## config.mk

```make
export PLATFORM = sky130hd
export DESIGN_NAME = multiply_divide_register_unit_top
export DESIGN_NICKNAME = d
export VERILOG_FILES = /design/src/rtl/core/mdr_pkg.sv /design/src/rtl/core/mdr_alu.sv /design/src/rtl/core/mdr_ctrl.sv /design/src/rtl/core/multiply_divide_register_unit_top.sv
export SDC_FILE = /design/constraint.sdc
export NUM_CORES = 1
export LEC_CHECK = 0
export ABC_AREA = 1
export BUFFER_PORTS_ARGS = -buffer_cell sky130_fd_sc_hd__buf_2
export CORE_MARGIN = 1
export CORE_UTILIZATION = 30
export DETAILED_ROUTE_END_ITERATION = 8
export SETUP_SLACK_MARGIN = 0.2
export SLEW_MARGIN = 20
export SYNTH_ARGS = -nofsm -noshare
export SYNTH_HDL_FRONTEND = slang
export SYNTH_SLANG_ARGS = --single-unit
```

## constraint.sdc

```tcl
create_clock -name i_clk -period 3.28 [get_ports i_clk]
set_input_delay 0.164 -clock i_clk [delete_from_list [all_inputs] [get_ports i_clk]]
set_output_delay 0.164 -clock i_clk [all_outputs]
set_load 0.01 [all_outputs]
```

## src/rtl/core/mdr_pkg.sv

```systemverilog
package mdr_pkg;

    localparam int unsigned ByteW   = 8;
    localparam int unsigned WordW   = 16;
    localparam int unsigned SelW    = 4;
    localparam int unsigned MulSteps = 8;
    localparam int unsigned DivSteps = 16;
    localparam int unsigned CntW    = $clog2(DivSteps);

    // register selector codes
    localparam logic [SelW-1:0] SEL_MCAND   = 4'd0;
    localparam logic [SelW-1:0] SEL_MPLIER  = 4'd1;
    localparam logic [SelW-1:0] SEL_DVD_LO  = 4'd2;
    localparam logic [SelW-1:0] SEL_DVD_HI  = 4'd3;
    localparam logic [SelW-1:0] SEL_DIVISOR = 4'd4;
    localparam logic [SelW-1:0] SEL_QUOT_LO = 4'd5;
    localparam logic [SelW-1:0] SEL_QUOT_HI = 4'd6;
    localparam logic [SelW-1:0] SEL_RES_LO  = 4'd7;
    localparam logic [SelW-1:0] SEL_RES_HI  = 4'd8;

    localparam logic FUNC_READ  = 1'b0;
    localparam logic FUNC_WRITE = 1'b1;

    localparam logic [WordW-1:0] QUOT_DIV_ZERO = 16'hFFFF;

    typedef struct packed {
        logic            func;
        logic [SelW-1:0] reg_sel;
        logic [ByteW-1:0] wdata;
    } t_mdr_in;

    typedef struct packed {
        logic [ByteW-1:0] rdata;
        logic             bad_access;
    } t_mdr_out;

    typedef enum logic [1:0] {
        ST_IDLE,
        ST_MUL,
        ST_DIV
    } t_mdr_state;

    typedef struct packed {
        logic busy;
        logic mul_step;
        logic div_step;
    } t_mdr_ctl;

endpackage

```

## src/rtl/core/mdr_alu.sv

```systemverilog
module mdr_alu (
    input  logic [mdr_pkg::ByteW:0]   i_a,
    input  logic [mdr_pkg::ByteW-1:0] i_b,
    input  logic                      i_sub,
    output logic [mdr_pkg::ByteW+1:0] o_res
);
    import mdr_pkg::*;

    logic [ByteW+1:0] a_ext;
    logic [ByteW+1:0] b_ext;

    assign a_ext = {1'b0, i_a};
    assign b_ext = {2'b00, i_b};

    // top bit is the borrow on subtract; it stays clear on add
    always_comb begin
        if (i_sub) begin
            o_res = a_ext - b_ext;
        end else begin
            o_res = a_ext + b_ext;
        end
    end

endmodule

```

## src/rtl/core/mdr_ctrl.sv

```systemverilog
module mdr_ctrl (
    input  logic              i_clk,
    input  logic              i_rst_n,
    input  logic              i_start_mul,
    input  logic              i_start_div,
    output mdr_pkg::t_mdr_ctl o_ctl
);
    import mdr_pkg::*;

    t_mdr_state r_state;
    t_mdr_state n_state;
    logic [CntW-1:0] r_cnt;
    logic [CntW-1:0] n_cnt;
    logic last_step;

    assign last_step = ((r_state == ST_MUL) && (r_cnt == CntW'(MulSteps - 1))) ||
                       ((r_state == ST_DIV) && (r_cnt == CntW'(DivSteps - 1)));

    always_comb begin
        n_state = r_state;
        unique case (r_state) inside
            ST_IDLE: begin
                if (i_start_mul) begin
                    n_state = ST_MUL;
                end else if (i_start_div) begin
                    n_state = ST_DIV;
                end
            end
            ST_MUL, ST_DIV: begin
                if (last_step) begin
                    n_state = ST_IDLE;
                end
            end
            default: n_state = ST_IDLE;
        endcase
    end

    always_comb begin
        o_ctl = '0;
        unique case (r_state)
            ST_IDLE: o_ctl = '0;
            ST_MUL: begin
                o_ctl.busy     = 1'b1;
                o_ctl.mul_step = 1'b1;
            end
            ST_DIV: begin
                o_ctl.busy     = 1'b1;
                o_ctl.div_step = 1'b1;
            end
            default: o_ctl = '0;
        endcase
    end

    always_comb begin
        if ((r_state == ST_IDLE) || last_step) begin
            n_cnt = '0;
        end else begin
            n_cnt = r_cnt + 1'b1;
        end
    end

    always_ff @(posedge i_clk) begin
        if (!i_rst_n) begin
            r_state <= ST_IDLE;
            r_cnt   <= '0;
        end else begin
            r_state <= n_state;
            r_cnt   <= n_cnt;
        end
    end

    a_cnt_idle: assert property (@(posedge i_clk) disable iff (!i_rst_n)
        (r_state == ST_IDLE) |-> (r_cnt == '0))
        else $error("step counter not cleared while idle");

    a_one_op: assert property (@(posedge i_clk) disable iff (!i_rst_n)
        $onehot0({o_ctl.mul_step, o_ctl.div_step}))
        else $error("multiply and divide steps at once");

    a_mul_len: assert property (@(posedge i_clk) disable iff (!i_rst_n)
        (r_state == ST_MUL) |-> (r_cnt < CntW'(MulSteps)))
        else $error("multiply ran past its step count");

endmodule

```

## src/rtl/core/multiply_divide_register_unit_top.sv

```systemverilog
// byte-wide register-mapped unsigned multiply/divide unit
//
// input channel: one bus transaction per item (func, reg_sel, wdata) on
// i_in_valid / o_in_stall. output channel: one result per transaction
// (rdata, bad_access) on o_out_valid / i_out_stall.
// every result is registered and appears in the cycle after its transaction
// is taken; writes and bad accesses return rdata 0.
// a multiplier write runs an 8-step shift-add multiply and a nonzero divisor
// write a 16-step restoring divide, both on one shared 9-bit adder/subtractor,
// one bit per cycle. the input stays stalled while the multiply or divide
// runs, so the next item is taken only once it has finished; all other
// transactions start no operation that stalls the input.
// a divide by zero completes at once (quotient 0xFFFF, remainder = dividend).
// the input is also stalled while a result waits on a stalled receiver.
// reset (synchronous, active low) clears the multiplicand, dividend, quotient
// and result registers to zero and drops o_out_valid, but not r_div or r_out.
module multiply_divide_register_unit_top (
    input  logic              i_clk,
    input  logic              i_rst_n,
    input  logic              i_in_valid,
    output logic              o_in_stall,
    input  mdr_pkg::t_mdr_in  i_in_data,
    output logic              o_out_valid,
    input  logic              i_out_stall,
    output mdr_pkg::t_mdr_out o_out_data
);
    import mdr_pkg::*;

    logic [ByteW-1:0] r_mcand;
    logic [WordW-1:0] r_dvd;
    logic [WordW-1:0] r_quot;
    logic [WordW-1:0] r_res;
    logic [ByteW-1:0] r_div;
    logic             r_out_valid;
    t_mdr_out         r_out;

    t_mdr_ctl ctl;
    logic accept;
    logic start_mul;
    logic start_div;
    logic ok;
    logic [ByteW-1:0] rd_byte;

    logic [ByteW:0]   alu_a;
    logic [ByteW-1:0] alu_b;
    logic             alu_sub;
    logic [ByteW+1:0] alu_res;
    logic [ByteW:0]   rem_sh;
    logic             borrow;

    assign o_in_stall = ctl.busy || (r_out_valid && i_out_stall);
    assign accept     = i_in_valid && !o_in_stall;

    // decode of the access
    always_comb begin
        ok      = 1'b0;
        rd_byte = '0;
        if (i_in_data.func == FUNC_WRITE) begin
            unique case (i_in_data.reg_sel) inside
                SEL_MCAND, SEL_MPLIER, SEL_DVD_LO, SEL_DVD_HI, SEL_DIVISOR: ok = 1'b1;
                default: ok = 1'b0;
            endcase
        end else begin
            unique case (i_in_data.reg_sel)
                SEL_QUOT_LO: begin
                    ok      = 1'b1;
                    rd_byte = r_quot[ByteW-1:0];
                end
                SEL_QUOT_HI: begin
                    ok      = 1'b1;
                    rd_byte = r_quot[WordW-1:ByteW];
                end
                SEL_RES_LO: begin
                    ok      = 1'b1;
                    rd_byte = r_res[ByteW-1:0];
                end
                SEL_RES_HI: begin
                    ok      = 1'b1;
                    rd_byte = r_res[WordW-1:ByteW];
                end
                default: ok = 1'b0;
            endcase
        end
    end

    assign start_mul = accept && (i_in_data.func == FUNC_WRITE) &&
                       (i_in_data.reg_sel == SEL_MPLIER);
    assign start_div = accept && (i_in_data.func == FUNC_WRITE) &&
                       (i_in_data.reg_sel == SEL_DIVISOR) && (i_in_data.wdata != '0);

    mdr_ctrl u_ctrl (
        .i_clk       (i_clk),
        .i_rst_n     (i_rst_n),
        .i_start_mul (start_mul),
        .i_start_div (start_div),
        .o_ctl       (ctl)
    );

    // shared adder: multiply adds the multiplicand to the upper half,
    // divide subtracts the divisor from the shifted partial remainder
    assign rem_sh = {r_res[ByteW-1:0], r_quot[WordW-1]};

    always_comb begin
        if (ctl.div_step) begin
            alu_a   = rem_sh;
            alu_b   = r_div;
            alu_sub = 1'b1;
        end else begin
            alu_a   = {1'b0, r_res[WordW-1:ByteW]};
            alu_b   = r_mcand;
            alu_sub = 1'b0;
        end
    end

    mdr_alu u_alu (
        .i_a   (alu_a),
        .i_b   (alu_b),
        .i_sub (alu_sub),
        .o_res (alu_res)
    );

    assign borrow = alu_res[ByteW+1];

    always_ff @(posedge i_clk) begin
        if (!i_rst_n) begin
            r_mcand <= '0;
            r_dvd   <= '0;
            r_quot  <= '0;
            r_res   <= '0;
        end else if (ctl.mul_step) begin
            if (r_res[0]) begin
                r_res <= {alu_res[ByteW:0], r_res[ByteW-1:1]};
            end else begin
                r_res <= {1'b0, r_res[WordW-1:1]};
            end
        end else if (ctl.div_step) begin
            if (borrow) begin
                r_res <= {{ByteW{1'b0}}, rem_sh[ByteW-1:0]};
            end else begin
                r_res <= {{ByteW{1'b0}}, alu_res[ByteW-1:0]};
            end
            r_quot <= {r_quot[WordW-2:0], !borrow};
        end else if (accept && (i_in_data.func == FUNC_WRITE)) begin
            unique case (i_in_data.reg_sel)
                SEL_MCAND: r_mcand <= i_in_data.wdata;
                SEL_MPLIER: begin
                    r_dvd <= {{ByteW{1'b0}}, i_in_data.wdata};
                    r_res <= {{ByteW{1'b0}}, i_in_data.wdata};
                end
                SEL_DVD_LO: r_dvd[ByteW-1:0] <= i_in_data.wdata;
                SEL_DVD_HI: r_dvd[WordW-1:ByteW] <= i_in_data.wdata;
                SEL_DIVISOR: begin
                    if (i_in_data.wdata == '0) begin
                        r_quot <= QUOT_DIV_ZERO;
                        r_res  <= r_dvd;
                    end else begin
                        r_quot <= r_dvd;
                        r_res  <= '0;
                    end
                end
                default: r_res <= r_res;
            endcase
        end
    end

    always_ff @(posedge i_clk) begin
        if (accept && start_div) begin
            r_div <= i_in_data.wdata;
        end
    end

    always_ff @(posedge i_clk) begin
        if (!i_rst_n) begin
            r_out_valid <= 1'b0;
        end else if (accept) begin
            r_out_valid <= 1'b1;
        end else if (!i_out_stall) begin
            r_out_valid <= 1'b0;
        end
    end

    always_ff @(posedge i_clk) begin
        if (accept) begin
            r_out.rdata      <= ok ? rd_byte : '0;
            r_out.bad_access <= !ok;
        end
    end

    assign o_out_valid = r_out_valid;
    assign o_out_data  = r_out;

    a_no_take_busy: assert property (@(posedge i_clk) disable iff (!i_rst_n)
        ctl.busy |-> !accept)
        else $error("transaction taken during an operation");

    a_out_from_take: assert property (@(posedge i_clk) disable iff (!i_rst_n)
        $rose(o_out_valid) |-> $past(accept))
        else $error("result without a transaction");

    a_out_hold: assert property (@(posedge i_clk) disable iff (!i_rst_n)
        (o_out_valid && i_out_stall) |=> (o_out_valid && $stable(o_out_data)))
        else $error("stalled result changed");

    a_div_quot_free: assert property (@(posedge i_clk) disable iff (!i_rst_n)
        ctl.div_step |-> (r_res[WordW-1:ByteW] == '0))
        else $error("partial remainder exceeds a byte");

endmodule
```

# Yosys cells after proc, flatten, opt, wreduce, memory -nomap -nowiden

Index checks and enable logic that the tools add are counted.

Register bits: 80
Input bits: 17
Word-level logic and storage cells: 98

Add/sub/neg operators: 3
Eq/ne operators: 15
Muxes and demuxes: 29
Bitwise gates (word level): 4
Reductions and logical operators: 36

Operators with widths:

| kind                                          | count |
|---|---|
| two-way mux 16 bit                            | 9 |
| one-hot mux 16 bit (2 select lines)           | 1 |
| one-hot mux 8 bit (4 select lines)            | 1 |
| == test 4 x 3 -> 1 bit, second input constant | 5 |
| two-way mux 8 bit                             | 2 |
| one-hot mux 8 bit (2 select lines)            | 1 |
| AND reduction 4 bit                           | 3 |
| adder 9 x 8 -> 10 bit                         | 1 |
| two-way mux 10 bit                            | 1 |
| subtractor 9 x 8 -> 10 bit                    | 1 |
| logical AND 1 bit                             | 9 |
| two-way mux 1 bit                             | 9 |
| two-way mux 9 bit                             | 1 |
| == test 4 x 2 -> 1 bit, second input constant | 2 |
| == test 4 bit, second input constant          | 2 |
| zero test 8 bit                               | 1 |
| nonzero test 8 bit                            | 1 |
| OR reduction 2 bit                            | 4 |
| two-way mux 2 bit                             | 3 |
| nonzero test 2 bit                            | 3 |
| OR reduction 5 bit                            | 1 |
| adder 4 x 1 -> 4 bit, second input constant   | 1 |
| == test 4 x 1 -> 1 bit, second input constant | 1 |
| zero test 4 bit                               | 1 |
| 14 further kinds                              | 23 |

# Logic depth before layout (Yosys ltp)

Depth after elaboration: 12
Gate-level depth with buffers: 27
Gate-level depth less buffers: 26

# Modules after synthesis

A second synthesis with hierarchy kept.

Cell total of the unflattened synthesis: 832
Area, all modules: 5240.0 um2

Modules (own cells, without submodules):

| module                            | times used | cells an instance | area an instance (um2) |
|---|---|---|---|
| multiply_divide_register_unit_top | 1          | 664               | 4257.8 |
| mdr_alu                           | 1          | 126               | 665.6 |
| mdr_ctrl                          | 1          | 42                | 316.6 |

# Worst setup path after synthesis

OpenSTA, ideal clock, no wires.

Path kind: register to register
From: reg u_ctrl.r_state[0]
To: reg r_res[7]
Arrival time: 2.891 ns
Required time: 3.158 ns
Path slack: 0.267 ns
Stages on the path, launching flop included: 27
Cells stage by stage: dfxtp_1 inv_1 ha_1 inv_2 buf_6 nand2_2 nand2_2 nand2_1 nor2_2 inv_1 nor2_1 nand2_1 o22ai_1 a31oi_1 ha_1 nand2_1 inv_1 a21oi_1 nand3_1 inv_1 nand2_8 nand2_4 nand2_1 nand3_1 nand2_1 nand2_1 a21oi_2

Cells in the longest elaborated chain, start to end: 9
Elaborated cells on any way between the ends: 23

RTL lines:

| item                                                                          | RTL line                                 | text |
|---|---|---|
| start: declaration                                                            | mdr_ctrl.sv:10                           | `t_mdr_state r_state;` |
| start signal: assignment                                                      | mdr_ctrl.sv:67                           | `r_state <= n_state;` |
| parallel branches: the longest is 9 deep, another holds adder 9 x 8 -> 10 bit | -                                        |  |
| end signal: assignment                                                        | multiply_divide_register_unit_top.sv:140 | `r_res <= {{ByteW{1'b0}}, alu_res[ByteW-1:0]};` |
| end signal: assignment                                                        | multiply_divide_register_unit_top.sv:148 | `r_res <= {{ByteW{1'b0}}, i_in_data.wdata};` |
| end signal: assignment                                                        | multiply_divide_register_unit_top.sv:155 | `r_res <= r_dvd;` |
| end: declaration                                                              | multiply_divide_register_unit_top.sv:32  | `logic [WordW-1:0] r_res;` |

Parallel ways; which one is timed is not known.
A chain may end at the register's enable or synchronous reset.

# Worst setup path in the final report

From: reg u_ctrl.r_state[0]
To: reg r_res[4]

The elaborated chain is that of the path after synthesis.

==> results_dict.tcl <==
set metrics [dict create \
    status "finished, final reports clean" \
    pwr-share-comb 0.217 \
    cts-hold-fix-buffers 0 \
    ys_types 37 \
    ir_drop_mv 0.2721 \
    swShare 0.3116 \
    p_clk_frac 0.388 \
    cp.required_ns 3.49 \
    initial_core_util 0.3090 \
    ant_nets 0 \
    slew_viol_final 0 \
    worstSetupPathType "reg -> reg" \
    cts_root_buffer "clkbuf_16" \
    antenna_cells 0 \
    drtIter0Drc 277 \
    ff2ff_path_depth 21 \
    hold_viol_final 0 \
    yosys_warnings 0 \
    grt_pass1_wl_um 21650 \
    p_int_mw 1.828 \
    synth_nets 706 \
    routed_wl_um 13760 \
    numCtsBuffers 9 \
    die_area_um2 16220 \
    p_per_area_nw_per_um2 478.6 \
    grt_use_total 0.1740 \
    hp-class "in -> reg" \
    gp_congestion 0.8740 \
    fin_nets 738 \
    boundaryPins 28 \
    ys.flop_type "dfxtp_1" \
    worstSkewPairLatency_ns 0.35 \
    die_h_um 127.4 \
    syn_to_final_growth_pct 17.68 \
    start_kind "flop" \
    avgViaCountPerCell 4.963 \
    p_leak_nw 2.272 \
    grt_overflow_total 0 \
    drive_gt1_frac 0.1587 \
    synth_edf_count 17 \
    dp_hpwl_um 9978 \
    end_kind "flop" \
    nFillCells 1686 \
    syn_area_um2 4715 \
    vias 4581 \
    max_freq_mhz 332.3 \
    yosysTopAreaCell "dfxtp_1" \
    rsz0062_at_grt "yes" \
    avgSynthCellArea_um2 6.984 \
    grt_pass1_vias 4039 \
    synth_area_leaders "dfxtp_1, nand2_1, edfxtp_1" \
    worst_slack_ns 0.2709 \
    ys_seq_area_frac 0.3758 \
    critical_path.max_fanout 16 \
    grt_max_degree 51 \
    r2r_slack_ns 0.27 \
    wl_per_cell_um 14.90 \
    fin_crit_sh 0.9174 \
    tightest_slew_ns 0.9847 \
    fp.coreArea_um2 15260 \
    clock-sinks 80 \
    synth_seq_cells 80 \
    setup_viol 0 \
    netlist_instances 675 \
    p_seq_frac 0.396 \
    min_period_ns 3.009 \
    p_total_mw 2.655 \
    holdPathStages 1 \
    rows 45 \
    cts_tree "yes" \
    antenna_found_initial 0 \
    clockBufferDepth 2 \
    skew_ns 0.006979 \
    synth_top_area_frac 0.2675 \
    cp.arrival_ns 3.22 \
    async_flop_share 0 \
    drv_cap 0 \
    timing.hold.ws_ns 0.1123 \
    cts.clk_slew.worst_paths_ns 0.06 \
    port_buffers 27 \
    relSlewSlack 0.3385 \
    p_switching_mw 0.8273 \
    drc 0 \
    die_w_um 127.4 \
    h-tree-depth 3 \
    first_pass_iters 5 \
    post-place-ws_ns 0.02073 \
]
[cell usage in the layout (no fill, tap or decap), types with 3 or more instances in the layout]
cell       netlist  layout
o22ai_1         22      22
a221oi_1         5       5
buf_4            2      21
ha_1            13      11
nand3_1         29      26
a211oi_1         8       8
a21oi_2          8      10
nor2_1          64      62
a31oi_1         11      11
o21ai_0         73      71
nor3_1           7       7
a21oi_1         48      46
nand2_2          8      16
xor2_1           3       3
nand3b_1         3       3
edfxtp_1        17      17
buf_2            5      27
nand2_4          2       3
dfxtp_1         63      61
nand2_1        140     131
clkinv_1         3       3
xnor2_1          3       3
inv_1           94      92
inv_4            0       3
nor2_2           2       4
clkbuf_16        0       9
o211ai_1        11      11
nand3_2          0       3
[kinds of logic after synthesis]
group                    synth area share
adder cells (fa/ha/maj)           0.03875
AND/OR/NAND/NOR                    0.2375
flip-flops                         0.3758
XOR/XNOR                          0.01115
AO/OA/AOI/OAI                      0.2296
buffers and inverters              0.1072
[repair_timing]
| action | in CTS | in global routing |
|---|---|---|
| setup endpoints to repair | 9 | 14 |
| pin swaps | 0 | 21 |
| setup buffers | 0 | 5 |
| gates cloned | 0 | 1 |
| gates resized for setup | 5 | 28 |
[path summary, 6_finish.rpt]
check / startpoint / end
worst max-delay path: u_ctrl.r_state[0] / r_res[4]
worst min-delay path: i_in_data[0] / r_div[0]
worst max register to register: u_ctrl.r_state[0] / r_res[4]
worst min register to register: u_ctrl.r_cnt[0] / u_ctrl.r_cnt[0]
[area by class of cell]
cell class                      count  area (µm²)  area share
Clock inverter                      6       66.31     0.01195
Inverter                           98       375.4     0.06766
Timing Repair Buffer               49       307.8     0.05548
Tap cell                          211       264.0     0.04759
Clock buffer                       10       229.0     0.04127
Sequential cell                    80        1774      0.3198
Multi-Input combinational cell    469        2531      0.4562
[registers in the layout, indices dropped and copies added, names as in the netlist]
name / count
u_ctrl.r_state: 2
r_quot: 16
o_out_data: 9
r_dvd: 16
r_res: 16
r_mcand: 8
o_out_valid: 1
u_ctrl.r_cnt: 4
r_div: 8
[synth_stat cells (5+ instances only)]
master	count
a21oi_2	8
ha_1	13
a21oi_1	48
inv_1	94
nor2_1	64
a31oi_1	11
dfxtp_1	63
o211ai_1	11
nor3_1	7
o22ai_1	22
nand2_2	8
a211oi_1	8
edfxtp_1	17
a221oi_1	5
nand3_1	29
buf_2	5
clkbuf_1	19
nand2_1	140
o21ai_0	73
[worst max-delay path, stage by stage (launching register included)]
cell,delay (ns)
dfxtp_2,0.35
inv_4,0.05
ha_4,0.18
buf_8,0.13
buf_4,0.19
buf_4,0.20
o21ai_0,0.30
ha_1,0.35
nand2_1,0.13
inv_1,0.06
nand2_1,0.06
nand2_1,0.06
nand2_1,0.07
nand3_2,0.15
inv_4,0.13
nand2_8,0.07
nand2_8,0.11
nand2_2,0.06
nand3_2,0.05
nand2_1,0.05
nand2_1,0.07
a21oi_2,0.05
[per-layer routing]
layer / vias to the layer above / GRT usage / routed length, µm
li1: 2318 / - / -
met1: 2103 / 0.2477 / 6605
met2: 143 / 0.2681 / 6198
met3: 17 / 0.02387 / 749
met4: 0 / 0.06162 / 202
met5: - / 0 / 0
[stage by stage]
| step | std cells | util | TNS [ns] | area [µm²] |
|---|---|---|---|---|
| after floorplan | 675 | - | 0 | 4715 |
| after global placement | 901 | 0.3345 | 0 | 5104 |
| after detailed placement | 901 | 0.3345 | 0 | 5104 |
| after CTS | 917 | 0.3552 | 0 | 5420 |
| after global routing | 923 | 0.3636 | -0.006824 | 5548 |
| final | 923 | 0.3636 | 0 | 5548 |
[power by group through the flow]
stage                     logic [mW]  registers, mW  clock network (mW)
after floorplan                0.356           1.07                   0
after global placement         0.502           1.07                   0
after detailed placement       0.503           1.07                   0
after CTS                      0.510           1.05                1.04
after global routing           0.640           1.05                1.08
final                          0.575           1.05                1.03
Power figures use the tool's default switching activity.
